--- config.mk ---
export PLATFORM = sky130hd
export DESIGN_NAME = ffsa_cell
export DESIGN_NICKNAME = d
export VERILOG_FILES = /design/src/rtl/ffsa_pkg.sv /design/src/rtl/ffsa_cell.sv
export SDC_FILE = /design/constraint.sdc
export NUM_CORES = 1
export LEC_CHECK = 0
export BUFFER_PORTS_ARGS = -buffer_cell sky130_fd_sc_hd__buf_2
export CAP_MARGIN = 20
export CORE_ASPECT_RATIO = 1.5
export CORE_MARGIN = 1
export CORE_UTILIZATION = 55
export CTS_CLUSTER_SIZE = 28
export DETAILED_ROUTE_END_ITERATION = 10
export PLACE_DENSITY = 0.76
export SLEW_MARGIN = 20
export SYNTH_ARGS = -nofsm -noshare
export SYNTH_HDL_FRONTEND = slang
export SYNTH_SLANG_ARGS = --single-unit
--- constraint.sdc ---
create_clock -name clk -period 3.65 [get_ports clk]
set_clock_uncertainty 0.15 [all_clocks]
set_input_delay 0.73 -clock clk [delete_from_list [all_inputs] [get_ports clk]]
set_output_delay 0.73 -clock clk [all_outputs]
set_load 0.01 [all_outputs]
--- src/rtl/ffsa_pkg.sv ---
`timescale 1ns / 1ps
`default_nettype none
// ----------------------------------------------------------------------------
// ffsa_pkg
// Shared types and constants for the first-fit server loss allocator.
// ----------------------------------------------------------------------------
package ffsa_pkg;

	localparam int NUM_SERVERS = 16;

	localparam int OP_W     = 2;
	localparam int TIME_W   = 32;
	localparam int SERVER_W = 4;
	localparam int COUNT_W  = 32;
	localparam int SVC_W    = 24;

	typedef logic [OP_W-1:0]     op_t;
	typedef logic [TIME_W-1:0]   time_t;
	typedef logic [SERVER_W-1:0] server_t;
	typedef logic [COUNT_W-1:0]  count_t;
	typedef logic [SVC_W-1:0]    svc_t;

	localparam op_t OP_CLEAR   = 2'd0;
	localparam op_t OP_ARRIVAL = 2'd1;
	localparam op_t OP_READ    = 2'd2;

	localparam svc_t   SVC_RESET = 24'd131072;
	localparam count_t COUNT_MAX = {COUNT_W{1'b1}};
	localparam time_t  TIME_MAX  = {TIME_W{1'b1}};

	// A request as it travels down the row of server cells.
	typedef struct packed {
		op_t     op;
		time_t   arrival_time;
		server_t server_index;
		logic    found;
		server_t server;
		count_t  count;
	} req_t;

	function automatic count_t sat_inc(input count_t v);
		sat_inc = (v == COUNT_MAX) ? v : v + count_t'(1);
	endfunction

endpackage
`default_nettype wire

--- src/rtl/ffsa_cell.sv ---
`timescale 1ns / 1ps
`default_nettype none
// ----------------------------------------------------------------------------
// ffsa_cell
// One server: holds its busy-until time and served count, updates them as a
// request passes, and hands the request to the next cell.
// ----------------------------------------------------------------------------
module ffsa_cell (
	input  wire logic             clk,
	input  wire logic             arst_n,
	input  wire ffsa_pkg::server_t cell_id,
	input  wire ffsa_pkg::svc_t   service_time,
	input  wire logic             up_valid,
	input  wire ffsa_pkg::req_t   up_req,
	output logic                  up_ready,
	output logic                  dn_valid,
	output ffsa_pkg::req_t        dn_req,
	input  wire logic             dn_ready
);
	import ffsa_pkg::*;

	logic             valid_q;
	req_t             req_s1;
	time_t            busy_q;
	count_t           cnt_q;
	time_t            busy_d;
	count_t           cnt_d;
	count_t           cnt_inc;
	req_t             nxt;
	logic [TIME_W:0]  end_sum;
	time_t            end_sat;
	logic             take;

	// The stage frees up when empty or when its request moves on.
	assign up_ready = !valid_q || dn_ready;
	assign take     = up_valid && up_ready;
	assign dn_valid = valid_q;
	assign dn_req   = req_s1;

	assign end_sum = {1'b0, up_req.arrival_time} + (TIME_W + 1)'(service_time);
	assign end_sat = end_sum[TIME_W] ? TIME_MAX : end_sum[TIME_W-1:0];
	assign cnt_inc = sat_inc(cnt_q);

	always_comb begin
		nxt    = up_req;
		busy_d = busy_q;
		cnt_d  = cnt_q;
		unique case (up_req.op)
			OP_CLEAR: begin
				busy_d = '0;
				cnt_d  = '0;
			end
			OP_ARRIVAL: begin
				if (!up_req.found && (up_req.arrival_time >= busy_q)) begin
					busy_d     = end_sat;
					cnt_d      = cnt_inc;
					nxt.found  = 1'b1;
					nxt.server = cell_id;
					nxt.count  = cnt_inc;
				end
			end
			OP_READ: begin
				if (up_req.server_index == cell_id) begin
					nxt.count = cnt_q;
				end
			end
			default: begin
			end
		endcase
	end

	always_ff @(posedge clk or negedge arst_n) begin
		if (!arst_n) begin
			valid_q <= 1'b0;
			busy_q  <= '0;
			cnt_q   <= '0;
		end else begin
			if (take) begin
				valid_q <= 1'b1;
				busy_q  <= busy_d;
				cnt_q   <= cnt_d;
			end else if (dn_ready) begin
				valid_q <= 1'b0;
			end
		end
	end

	always_ff @(posedge clk) begin
		if (take) begin
			req_s1 <= nxt;
		end
	end

endmodule
`default_nettype wire

; ---- Yosys cells after proc, flatten, opt, wreduce, memory -nomap -nowiden
; Cells that the tools add are included.
[totals]
regBits = 140
inputBits = 107
out_inout_bits = 77
elab_cells = 38
[op_classes]
addsub = 2
n_lt_le_gt_ge = 1
eq_ne = 5
mux = 12
reduce_logical = 9
[op_table]
columns = operator, n
row1 = $pmux W32 S2, 3
row2 = $mux W32, 5
row3 = $mux W37, 1
row4 = $add A32 B24 Y33, 1
row5 = $add A32 B1 Y32 const B, 1
row6 = $eq A32 B32 Y1 const B, 1
row7 = $ge A32 B32 Y1, 1
row8 = $mux W5, 1
row9 = $eq A4 B4 Y1, 1
row10 = $reduce_bool A2 Y1, 2
row11 = $reduce_and A3 Y1, 1
row12 = $eq A2 B1 Y1 const B, 1
row13 = $eq A2 B2 Y1 const B, 1
row14 = $logic_and A1 B1 Y1, 2
row15 = $logic_not A1 Y1, 2
row16 = $logic_not A2 Y1, 1
row17 = $mux W1, 2
row18 = $ne A2 B2 Y1 const B, 1
row19 = $logic_or A1 B1 Y1, 1

; ---- Logic depth before layout (Yosys ltp)
[depth]
depth_word = 4
mapped_depth = 12
depth_no_buf = 10

; ---- Least setup slack after synthesis
; No wires, ideal clock.
[synth_path]
kind = input-to-reg
from = input port dn_ready
to = register cnt_q[4]
setup_ns = 0.138
t_arrival_ns = 3.075
t_required_ns = 3.362
path_slack_ns = 0.287
cell_stages = 6
path_buffers = 0
cell_sequence = nand2b_1 nand2_1 inv_1 o21ai_0 nand2_1 o21ai_0
[synth_between]
elab_chain_len = 3
[synth_lines]
columns = element, line_no
row1 = "start, declared", ffsa_cell.sv:18  ; input wire logic dn_ready
row2 = $logic_or A1 B1 Y1, ffsa_cell.sv:35  ; assign up_ready = !valid_q || dn_ready;
row3 = $logic_and A1 B1 Y1, ffsa_cell.sv:36  ; assign take = up_valid && up_ready;
row4 = net take, ffsa_cell.sv:32  ; logic take;
row5 = $reduce_and A3 Y1 (no source line), n/a
row6 = "end signal, assigned", ffsa_cell.sv:81  ; cnt_q <= cnt_d;
row7 = "end, declared", ffsa_cell.sv:25  ; count_t cnt_q;
; The timed path passes the listed nets, and every way through them passes these cells.
; A chain may end at the register's enable or synchronous reset.

==> reports/qor.csv <==
metric,value,unit
nets,1361,
"count leader, synth",nand2_1,
area share of and/or/nand/nor cells after synthesis,16.3,%
share of the synthesized area in the top cell type,24.8,%
first-pass GRT wire length,40.4,mm
die area,17000,um2
sequential share of the synthesized area,42.7,%
maximum clock path buffer count,2,
DRT antenna net count,0,
"Cell Count, Final, Fillers Out",1412,
initial antenna violation count,0,
die width,107,um
largest net degree at the start of global routing,49,
# DRC,0,
syn nets,1157,
pre-CTS setup slack,-0.0103,ns
hold violation total from the final report,0,
global route overflow,0,
fin crit share,88.6,%
total CTS buffers,17,
worst-margin pin slew,0.573,ns
Worst EP required,3.67,ns
XOR/XNOR share of the synthesized area,4.92,%
initial core utilization,56.1,%
average footprint of a synthesized cell,9.18,um2
"Async S/R FF share, synth",46.4,%
Yosys top cell by area,edfxtp_1,
vias in the first global route,8428,
Max H-tree Level,4,
cts repair resizes,0,
drt wl/cell,17.6,um
status,completed,
CP startpoint kind,input pin,
area grow syn2layout,21.9,%
# hold bufs at CTS,0,
CP Data Arrival Time,3.25,ns
Final Power,4.62,mW
row cnt,57,
Leak,4.85,nW
first drt pass iteration count,5,
Synth Area in Adders,8.49,%
VDD IR max,0.294,mV
critical path class,input pin to register,
Total Wirelength,24.9,mm
Max Fanout on Critical Path,19,
largest family of logic cells by synthesized area,compound AO/OA/AOI/OAI gates,
Synth Flop Type,edfxtp_1,
#FFs+latches synth,140,
Synth cell types,69,
compound-cell area share of the yosys netlist,22.0,%
setup TNS,0,ns
commonest cells in the netlist,"140 x nand2_1, 128 x o21ai_0, 75 x edfxtp_1",
clock sinks,140,
initial drt markers,443,
clock-pin slew on the worst setup and hold paths,0.06,ns
CORE AREA,16200,um2
Worst slew margin,61.8,%
CTS tree,yes,
DP HPWL,18.8,mm
largest cells by area after synthesis,"edfxtp_1 25%, dfrtp_1 18%, ha_1 8.3%, o21ai_0 7.1%, nand2_1 5.8%",
Tmin final,3.23,ns
Placed Cells,1380,
vias per inst,5.94,
num ports,184,
CTS root buf,clkbuf_16,
Worst Setup End Kind,register,
"Warnings, synthesis",0,
Die H,159,um
antenna cells,0,
share of layout cells above drive strength 1,24.2,%
Hold Path Class,input pin to asynchronous set/reset pin,
Max Cap Viol,0,
Mapped Cells,989,
clk_lat worst skew,0.42,ns
postcts setup bufs,0,
Synth Cell Area,9080,um2
RSZ-0062 raised after global routing,false,
fin. max-slew vios,0,
gr usage total,30.3,%
PortBufs,183,
post-route setup slack,0.415,ns
Worst Hold Slack,0.121,ns
vias after detailed routing,8393,
# setup viols final,0,
Max Freq,0.309,GHz
Post-synth EDFFs,75,
post-synthesis mux area share,1.18,%
pwr dens,417,nW/um2
gpl congestion,0.923,
==> logic make-up after synthesis <==
family | after synthesis
AOI/OAI and AO/OA | 313
muxes | 10
and+or+nand+nor | 317
adders and majority gates | 61
buffers and inverters | 97
DFF | 140
xor gates and xnor gates | 51
==> path summary, 6_finish.rpt <==
path                                  from          to  slack (ns)  depth (start not counted)
min in group clk                busy_q[13]  busy_q[13]        0.32                          2
worst max-delay path            up_req[41]  dn_req[23]        0.42                         14
max in group asynchronous           arst_n  busy_q[10]        2.48                          2
worst max register to register   busy_q[0]  dn_req[23]        0.48                         12
worst min register to register  busy_q[13]  busy_q[13]        0.32                          2
worst min-delay path                arst_n   cnt_q[18]        0.12                          1
==> area by class of cell <==
cell class | count | area [um2]
clock inverters | 15 | 171
inverters | 47 | 178
multi-input cells | 752 | 4800
well taps | 206 | 258
clock buffers | 17 | 425
flip-flops and latches | 140 | 3880
fillers | 1336 | 5120
repair buffers | 235 | 1360
==> registers in the layout (all words and copies together), names as in the netlist <==
| signal | count |
|---|---|
| busy_q | 32 |
| dn_req | 75 |
| cnt_q | 32 |
| dn_valid | 1 |
==> cell usage in the layout (no fill, tap or decap), types with 5 or more instances in the layout <==
cell type,synthesis,final
dfrtp_1,65,65
inv_1,46,45
a21oi_1,47,47
clkbuf_16,0,17
edfxtp_1,75,75
o211ai_1,8,8
ha_1,60,60
mux2_2,6,6
and4_1,11,11
a31oi_1,10,10
clkinv_2,0,5
a211oi_1,6,6
and2_1,7,7
nor3_1,8,8
xor2_1,21,21
o31ai_1,19,19
a22oi_1,21,21
buf_2,20,183
nor2_1,66,66
nor2b_1,10,10
o21ai_0,128,128
nand2_1,140,140
a22o_1,11,11
buf_4,1,48
a221o_1,10,10
xnor2_1,30,30
nand2b_1,7,7
and3_1,16,16
nand4_1,19,19
nand3_1,20,20
a21o_1,16,15
==> worst max-delay path: stages <==
cell and delay, ns:
buf_2 0.09, inv_1 0.04, ha_1 0.27, nand2b_1 0.15, a2111oi_2 0.36, buf_4 0.18, o41ai_2 0.06, o31ai_2 0.42
a21oi_2 0.14, buf_4 0.15, nand3_2 0.08, buf_4 0.23, nor2_1 0.09, a221o_1 0.26
==> power by group <==
group	total [mW]	switching, mW	internal [mW]
registers	1.86	0.0508	1.81
clock network	1.80	0.723	1.07
logic	0.965	0.562	0.403
total	4.62	1.34	3.28
==> stage by stage <==
stage / utilization [%] / cell area [um2]
after CTS: 68.4 / 11100
after global routing: 68.4 / 11100
after global placement: 64.7 / 10500
after detailed placement: 64.7 / 10500
final: 68.4 / 11100
after floorplan: - / 9080
==> layer usage <==
layer / up-vias / track usage, % / part of all wire, %
li1: 4043 / - / -
met1: 3943 / 33.9 / 37
met2: 332 / 55.1 / 53
met3: 75 / 4.18 / 5.4
met4: 0 / 15.3 / 4.2
met5: - / 0 / 0
(Power assumes the default switching activity.)
