**config.mk**
```make
export PLATFORM = sky130hd
export DESIGN_NAME = ffsa_tail
export DESIGN_NICKNAME = d
export VERILOG_FILES = /design/src/rtl/ffsa_pkg.sv /design/src/rtl/ffsa_tail.sv
export SDC_FILE = /design/constraint.sdc
export NUM_CORES = 1
export LEC_CHECK = 0
export ABC_AREA = 1
export BUFFER_PORTS_ARGS = -buffer_cell sky130_fd_sc_hd__buf_2
export CAP_MARGIN = 20
export CORE_ASPECT_RATIO = 1.25
export CORE_MARGIN = 4
export CORE_UTILIZATION = 58
export CTS_BUF_LIST = sky130_fd_sc_hd__clkbuf_4 sky130_fd_sc_hd__clkbuf_8
export DETAILED_ROUTE_END_ITERATION = 7
export PLACE_DENSITY = 0.88
export REMOVE_ABC_BUFFERS = 1
export SLEW_MARGIN = 5
export SYNTH_ARGS = -nofsm -noshare
export SYNTH_HDL_FRONTEND = slang
export SYNTH_SLANG_ARGS = --single-unit
```
**constraint.sdc**
```tcl
create_clock -name clk -period 4.14 [get_ports clk]
set_input_delay 0.207 -clock clk [delete_from_list [all_inputs] [get_ports clk]]
set_output_delay 0.207 -clock clk [all_outputs]
set_load 0.05 [all_outputs]
```
**src/rtl/ffsa_pkg.sv**
```systemverilog
`timescale 1ns / 1ps
`default_nettype none
// ----------------------------------------------------------------------------
// ffsa_pkg
// Shared types and constants for the first-fit server loss allocator.
// ----------------------------------------------------------------------------
package ffsa_pkg;

	localparam int NUM_SERVERS = 16;

	localparam int OP_W     = 2;
	localparam int TIME_W   = 32;
	localparam int SERVER_W = 4;
	localparam int COUNT_W  = 32;
	localparam int SVC_W    = 24;

	typedef logic [OP_W-1:0]     op_t;
	typedef logic [TIME_W-1:0]   time_t;
	typedef logic [SERVER_W-1:0] server_t;
	typedef logic [COUNT_W-1:0]  count_t;
	typedef logic [SVC_W-1:0]    svc_t;

	localparam op_t OP_CLEAR   = 2'd0;
	localparam op_t OP_ARRIVAL = 2'd1;
	localparam op_t OP_READ    = 2'd2;

	localparam svc_t   SVC_RESET = 24'd131072;
	localparam count_t COUNT_MAX = {COUNT_W{1'b1}};
	localparam time_t  TIME_MAX  = {TIME_W{1'b1}};

	// A request as it travels down the row of server cells.
	typedef struct packed {
		op_t     op;
		time_t   arrival_time;
		server_t server_index;
		logic    found;
		server_t server;
		count_t  count;
	} req_t;

	function automatic count_t sat_inc(input count_t v);
		sat_inc = (v == COUNT_MAX) ? v : v + count_t'(1);
	endfunction

endpackage
`default_nettype wire

```
**src/rtl/ffsa_tail.sv**
```systemverilog
`timescale 1ns / 1ps
`default_nettype none
// ----------------------------------------------------------------------------
// ffsa_tail
// End of the server row: keeps the drop counter and holds the result
// register toward the output channel.
// ----------------------------------------------------------------------------
module ffsa_tail (
	input  wire logic             clk,
	input  wire logic             arst_n,
	input  wire logic             up_valid,
	input  wire ffsa_pkg::req_t   up_req,
	output logic                  up_ready,
	output logic                  rsp_valid,
	input  wire logic             rsp_stall,
	output logic                  served,
	output ffsa_pkg::server_t     server,
	output ffsa_pkg::count_t      serve_count,
	output ffsa_pkg::count_t      drop_count
);
	import ffsa_pkg::*;

	logic    rsp_valid_q;
	logic    served_q;
	server_t server_q;
	count_t  count_q;
	count_t  drop_q;
	count_t  dropped_q;
	count_t  dropped_d;
	logic    served_d;
	server_t server_d;
	count_t  count_d;
	logic    take;

	assign up_ready = !rsp_valid_q || !rsp_stall;
	assign take     = up_valid && up_ready;

	always_comb begin
		dropped_d = dropped_q;
		served_d  = 1'b0;
		server_d  = '0;
		count_d   = '0;
		unique case (up_req.op)
			OP_CLEAR: begin
				dropped_d = '0;
			end
			OP_ARRIVAL: begin
				if (up_req.found) begin
					served_d = 1'b1;
					server_d = up_req.server;
					count_d  = up_req.count;
				end else begin
					dropped_d = sat_inc(dropped_q);
				end
			end
			OP_READ: begin
				server_d = up_req.server_index;
				count_d  = up_req.count;
			end
			default: begin
			end
		endcase
	end

	always_ff @(posedge clk or negedge arst_n) begin
		if (!arst_n) begin
			rsp_valid_q <= 1'b0;
			dropped_q   <= '0;
		end else begin
			if (take) begin
				rsp_valid_q <= 1'b1;
				dropped_q   <= dropped_d;
			end else if (!rsp_stall) begin
				rsp_valid_q <= 1'b0;
			end
		end
	end

	always_ff @(posedge clk) begin
		if (take) begin
			served_q <= served_d;
			server_q <= server_d;
			count_q  <= count_d;
			drop_q   <= dropped_d;
		end
	end

	assign rsp_valid   = rsp_valid_q;
	assign served      = served_q;
	assign server      = server_q;
	assign serve_count = count_q;
	assign drop_count  = drop_q;

endmodule
`default_nettype wire

```
== Word-level counts from Yosys, hierarchy flattened ==
Cells that the tools add are included.

* Multiplexer cells: 10
* $add $sub $neg: 1
* Reductions and logical operators: 5
* Equality and inequality tests: 4

{| class="wikitable"
|+ Operator list
! operator !! count
|-
| 32-bit one-hot mux with 2 select lines || 2
|-
| 32-bit two-way mux || 3
|-
| 32-bit by 1-bit adder with 32-bit output, second input constant || 1
|-
| 32-bit == test, second input constant || 1
|-
| 4-bit one-hot mux with 2 select lines || 1
|-
| 4-bit two-way mux || 1
|-
| 1-bit two-way mux || 3
|-
| 2-bit by 1-bit == test with 1-bit output, second input constant || 1
|-
| 2-bit == test, second input constant || 1
|-
| 1-bit zero test || 2
|-
| 2-bit zero test || 1
|-
| 2-bit by 1-bit inequality test with 1-bit output, second input constant || 1
|-
| 1-bit logical AND || 1
|-
| 1-bit logical OR || 1
|}

* Input port bits: 79
* Register bits: 102
* Logic and storage cells: 26

== Logic depth before layout (Yosys ltp) ==
* Word-level depth: 4
* Depth in mapped cells: 12

== Least setup slack after synthesis ==
OpenSTA, ideal clock, no wires.

* Path type: register to register
* Start: register rsp_valid_q (netlist: rsp_valid)
* End: register drop_q[0] (netlist: drop_count[0]) (enable)
* Buffers on the path: 1
* Data arrival time: 2.279 ns
* Stages on the path, launching flop included: 5
* Setup slack: 1.463 ns
* Required time: 3.741 ns
* Library setup time: 0.399 ns
* Cell sequence: dfrtp_1 > nand2_1 > nand2_1 > clkinv_1 > buf_2

* Word-level cells in the longest chain between the ends: 3

{| class="wikitable"
|+ Ends and longest elaborated chain
! item !! RTL line !! text
|-
| start, declared || ffsa_tail.sv:23 || <nowiki>logic rsp_valid_q;</nowiki>
|-
| start signal, assigned || ffsa_tail.sv:67 || <nowiki>rsp_valid_q <= 1'b0;</nowiki>
|-
| start signal, assigned || ffsa_tail.sv:71 || <nowiki>rsp_valid_q <= 1'b1;</nowiki>
|-
| start signal, assigned || ffsa_tail.sv:74 || <nowiki>rsp_valid_q <= 1'b0;</nowiki>
|-
| 1-bit zero test || ffsa_tail.sv:35 || <nowiki>assign up_ready = !rsp_valid_q || !rsp_stall;</nowiki>
|-
| 1-bit logical OR || ffsa_tail.sv:35 ||
|-
| named net up_ready || ffsa_tail.sv:13 || <nowiki>output logic up_ready,</nowiki>
|-
| 1-bit logical AND || ffsa_tail.sv:36 || <nowiki>assign take = up_valid && up_ready;</nowiki>
|-
| named net take || ffsa_tail.sv:33 || <nowiki>logic take;</nowiki>
|-
| end signal, assigned || ffsa_tail.sv:84 || <nowiki>drop_q <= dropped_d;</nowiki>
|-
| end, declared || ffsa_tail.sv:27 || <nowiki>count_t drop_q;</nowiki>
|}

The timed path passes the listed nets, and every way through them passes these cells.
A chain may end at the register's enable or synchronous reset.

== Worst setup path in the final report ==
* Start: register dropped_q[0]
* End: register drop_q[0] (netlist: drop_count[0]), data pin

* Word-level cells in the longest chain between the ends: 4

{| class="wikitable"
|+ Ends and longest elaborated chain
! item !! RTL line !! text
|-
| start, declared || ffsa_tail.sv:28 || <nowiki>count_t dropped_q;</nowiki>
|-
| start signal, assigned || ffsa_tail.sv:72 || <nowiki>dropped_q <= dropped_d;</nowiki>
|-
| 32-bit by 1-bit adder with 32-bit output / 32-bit == test (equally long branches) || ffsa_pkg.sv:42 || <nowiki>sat_inc = (v == COUNT_MAX) ? v : v + count_t'(1);</nowiki>
|-
| 32-bit two-way mux || ffsa_pkg.sv:42 ||
|-
| 32-bit two-way mux || ffsa_tail.sv:48 || <nowiki>if (up_req.found) begin</nowiki>
|-
| 32-bit one-hot mux with 2 select lines * || ffsa_tail.sv:43 || <nowiki>unique case (up_req.op)</nowiki>
|-
| named net dropped_d[0] || ffsa_tail.sv:29 || <nowiki>count_t dropped_d;</nowiki>
|}

Mark *: on every way through the listed nets, which the timed path passes. The rest lies on a longest branch.

==> results.ini <==
[setup_path]
cp-end-kind = register
cp.buffers_inverters = 2
critical_path.max_stage_delay_ns = 0.42
start_kind = register
r2r-end = drop_count[0]
r2r.worst_path.cells = 10
worstPathRequired_ns = 4.27
crit_chain = ha_1 > inv_1 > nor2_1 > nand2_2 > nor2_4 > nand2_4 > nand2_1 > o21ai_0 > o21ai_0 > inv_1
r2r-start = dropped_q[0]
crit_type = register to register
cp_top_family = simple AND/OR/NAND/NOR gates
crit_arrival_ns = 2.61
r2r_slack_ns = 1.67
crit_slowest_cell = dfrtp_1
cp_max_fo = 46

[yosys]
synth_mux_area_share_pct = 0
synth_seq_area_share_pct = 55.96
syn_inst = 625
synth_edf_count = 69
yosysTopAreaCell = edfxtp_1
avgSynthCellArea_sq_um = 8.286
synthSimpleGateAreaFrac_pct = 33.05
synth_ff_type = edfxtp_1
post-synth-top-count-cell = nand2_1
ys_seq_elements = 102
synth_top_family_by_area = simple AND/OR/NAND/NOR gates
synth_compound_area_share_pct = 2.078
synthAdderAreaFrac_pct = 0.9664
yosysUniqueCellTypes = 26
synth.area.top_cells = edfxtp_1 (40%), dfrtp_1 (16%), nand2_1 (15%), inv_1 (6.2%), nor2_1 (5.6%)
synth_area_sq_mm = 0.005179
netlist.area_leader.share_pct = 40.01
yosysWarnings = 0
async_reset_ff_share_pct = 32.35
synth_xor_area_share_pct = 0
synth_common_cells = nand2_1 (204), inv_1 (85), nor2_1 (77), edfxtp_1 (69), nand3_1 (50)

[global_routing]
grt_start_max_net_pins = 50
grt_overflow = 0
grt_antenna_before_repair = 0
grt_pass1_wl_um = 21040
grt_pass1_vias = 4432
grt_usage_pct = 25.16

[clock_network]
cts_resized = 0
clock-sinks = 102
cts_buffers = 9
htree_num_levels = 3
clock_latency_ns = 0.37
cts-root-buf = clkbuf_8
cts_tree = built
ctsLongestPathBuffers = 2
cts.clk_slew.worst_paths_ns = 0.09

[finish]
fillers = 707
nNetsFinal = 824
syn_to_final_growth_pct = 17.64
drive_above_1_share_pct = 21.31
regArea_sq_mm = 0.002898
design_area_sq_mm = 0.006092
multiInputGateArea_sq_mm = 0.001873
n_antenna_cell = 0

[flow_run]
cap_violations = 0

[pwr]
power_density_mw_per_mm2 = 351.7
intPower_uw = 1518
sequentialPowerShare_pct = 54.6
power_frac_clock_pct = 29.2
max-vdd-ir-drop_v = 0.0002405
swShare_pct = 29.15
pwr-share-comb_pct = 16.2
switching_power_uw = 624.6
p_leak_uw = 0.003005

[routing]
routedWlPerCell_um = 14.67
via_per_inst = 5.300
wirelength_um = 12700
vias = 4590
first_pass_iters = 5
ant_nets = 0
drt-initial-drc-count = 317
route.detailed.drc = 0

[sta]
period_minus_slack_ns = 2.473
report.final.slew_viol_count = 0
finClkSkew_ns = 0.009912
rsz0062_at_grt = false
tightestPinTransition_ns = 0.8787
timing.final.crit_share_pct = 59.74
setup_viol = 0
fmax_mhz = 404.3
fin_ws_ns = 1.667
hold_viol = 0
slew_headroom_pct = 41.28

[floorplan]
die_w_um = 92.52
initial_core_util_pct = 59.52
dieHeight_um = 113.6
core_area_sq_mm = 0.008701
dieArea_sq_mm = 0.01051
ios = 150
core.rowCount = 38

[run_status]
outcome = finished, final reports clean

[place]
gp_congestion = 0.8877
place_area_sq_mm = 0.005868
place_hpwl_um = 9264
dp_slack_ns = 1.632
io_buffers = 117

[worst_hold_path]
hp-start = rsp_stall
hp-class = input port to register
whs_endpoint = rsp_valid
hold_depth = 3

==> worst max-delay path by stage <==
stage	start	end	slack, ns	cells past startpoint
final	dropped_q[0]	drop_count[0]	1.67	10
after global routing	dropped_q[0]	drop_count[0]	1.54	10
after CTS	dropped_q[0]	drop_count[0]	1.73	10
after detailed placement	up_req[74]	drop_count[0]	1.63	9
after global placement	up_req[74]	drop_count[0]	1.66	9
after floorplan	rsp_valid	drop_count[0]	-0.52	3
==> worst min-delay path: cells and delay by family <==
family        cells  cell delay [ns]
simple gates      2             0.14
buf+inv           1             0.07
==> cell families after synthesis <==
group,count (synthesis)
flip-flops,102
AO/OA/AOI/OAI,21
AND/OR/NAND/NOR,392
adder cells (fa/ha/maj),4
buffers and inverters,106
==> metal layers <==
metal  GRT usage, %  routed length [um]
met5              0                   0
met4          9.514                 286
met3          4.815                1013
met2          43.08                6197
met1          31.70                5205
==> power by group through the flow <==
stage | Clock, uW | Sequential (uW) | Combinational [uW]
6_report | 625 | 1170 | 347
4_1_cts | 639 | 1170 | 348
2_1_floorplan | 0 | 1350 | 86.4
3_3_place_gp | 0 | 1190 | 336
3_5_place_dp | 0 | 1190 | 346
5_1_grt | 691 | 1180 | 372
==> flip-flops by register name (all words and copies together) (netlist names) <==
| register | flops |
|---|---|
| drop_count | 32 |
| dropped_q | 32 |
| serve_count | 32 |
| server | 4 |
| rsp_valid | 1 |
| served | 1 |
==> cell usage in the layout (no fill, tap or decap) <==
cell	n
bufinv_16	1
o21ai_2	1
dfrtp_1	33
inv_2	1
edfxtp_1	69
buf_2	117
clkbuf_4	2
buf_4	4
a21oi_1	4
clkinv_2	2
nand2_2	5
inv_1	85
nand2_4	1
clkinv_4	2
clkinvlp_4	1
and3_1	2
nor2_1	77
o211ai_1	1
nor3_2	1
nor2_2	6
o21ai_1	8
and2_1	4
clkbuf_8	9
clkinv_1	1
buf_8	1
nor3_1	5
ha_1	4
nand4_1	32
nand2_1	204
o21ai_0	7
nor2_4	3
nand3_2	2
dlygate4sd3_1	1
nand3_1	50
==> layout make-up <==
type,count,area share [%]
clock buffer,11,2.280
clock inverter,5,0.9858
inverter,88,5.443
multi-input combinational,417,30.75
sequential,102,47.57
tap,120,2.465
timing repair buffer,123,10.52
==> stage by stage <==
step	hold slack, ns	TNS, ns	std cells	power, uW	util [%]
after floorplan	-0.08859	-44.58	607	1435	-
after global placement	0.3312	0	848	1526	67.44
after detailed placement	0.3387	0	848	1539	67.44
after CTS	0.07070	0	865	2158	69.84
after global routing	0.1090	0	866	2239	70.02
final	0.07481	0	866	2142	70.02
==> what timing repair did <==
| item | 4_1_cts | 5_1_grt |
|---|---|---|
| endpoints found under the hold margin | 33 | 0 |
| hold buffers | 1 | 0 |
| buffers inserted | 0 | 0 |
(Power assumes the default switching activity.)
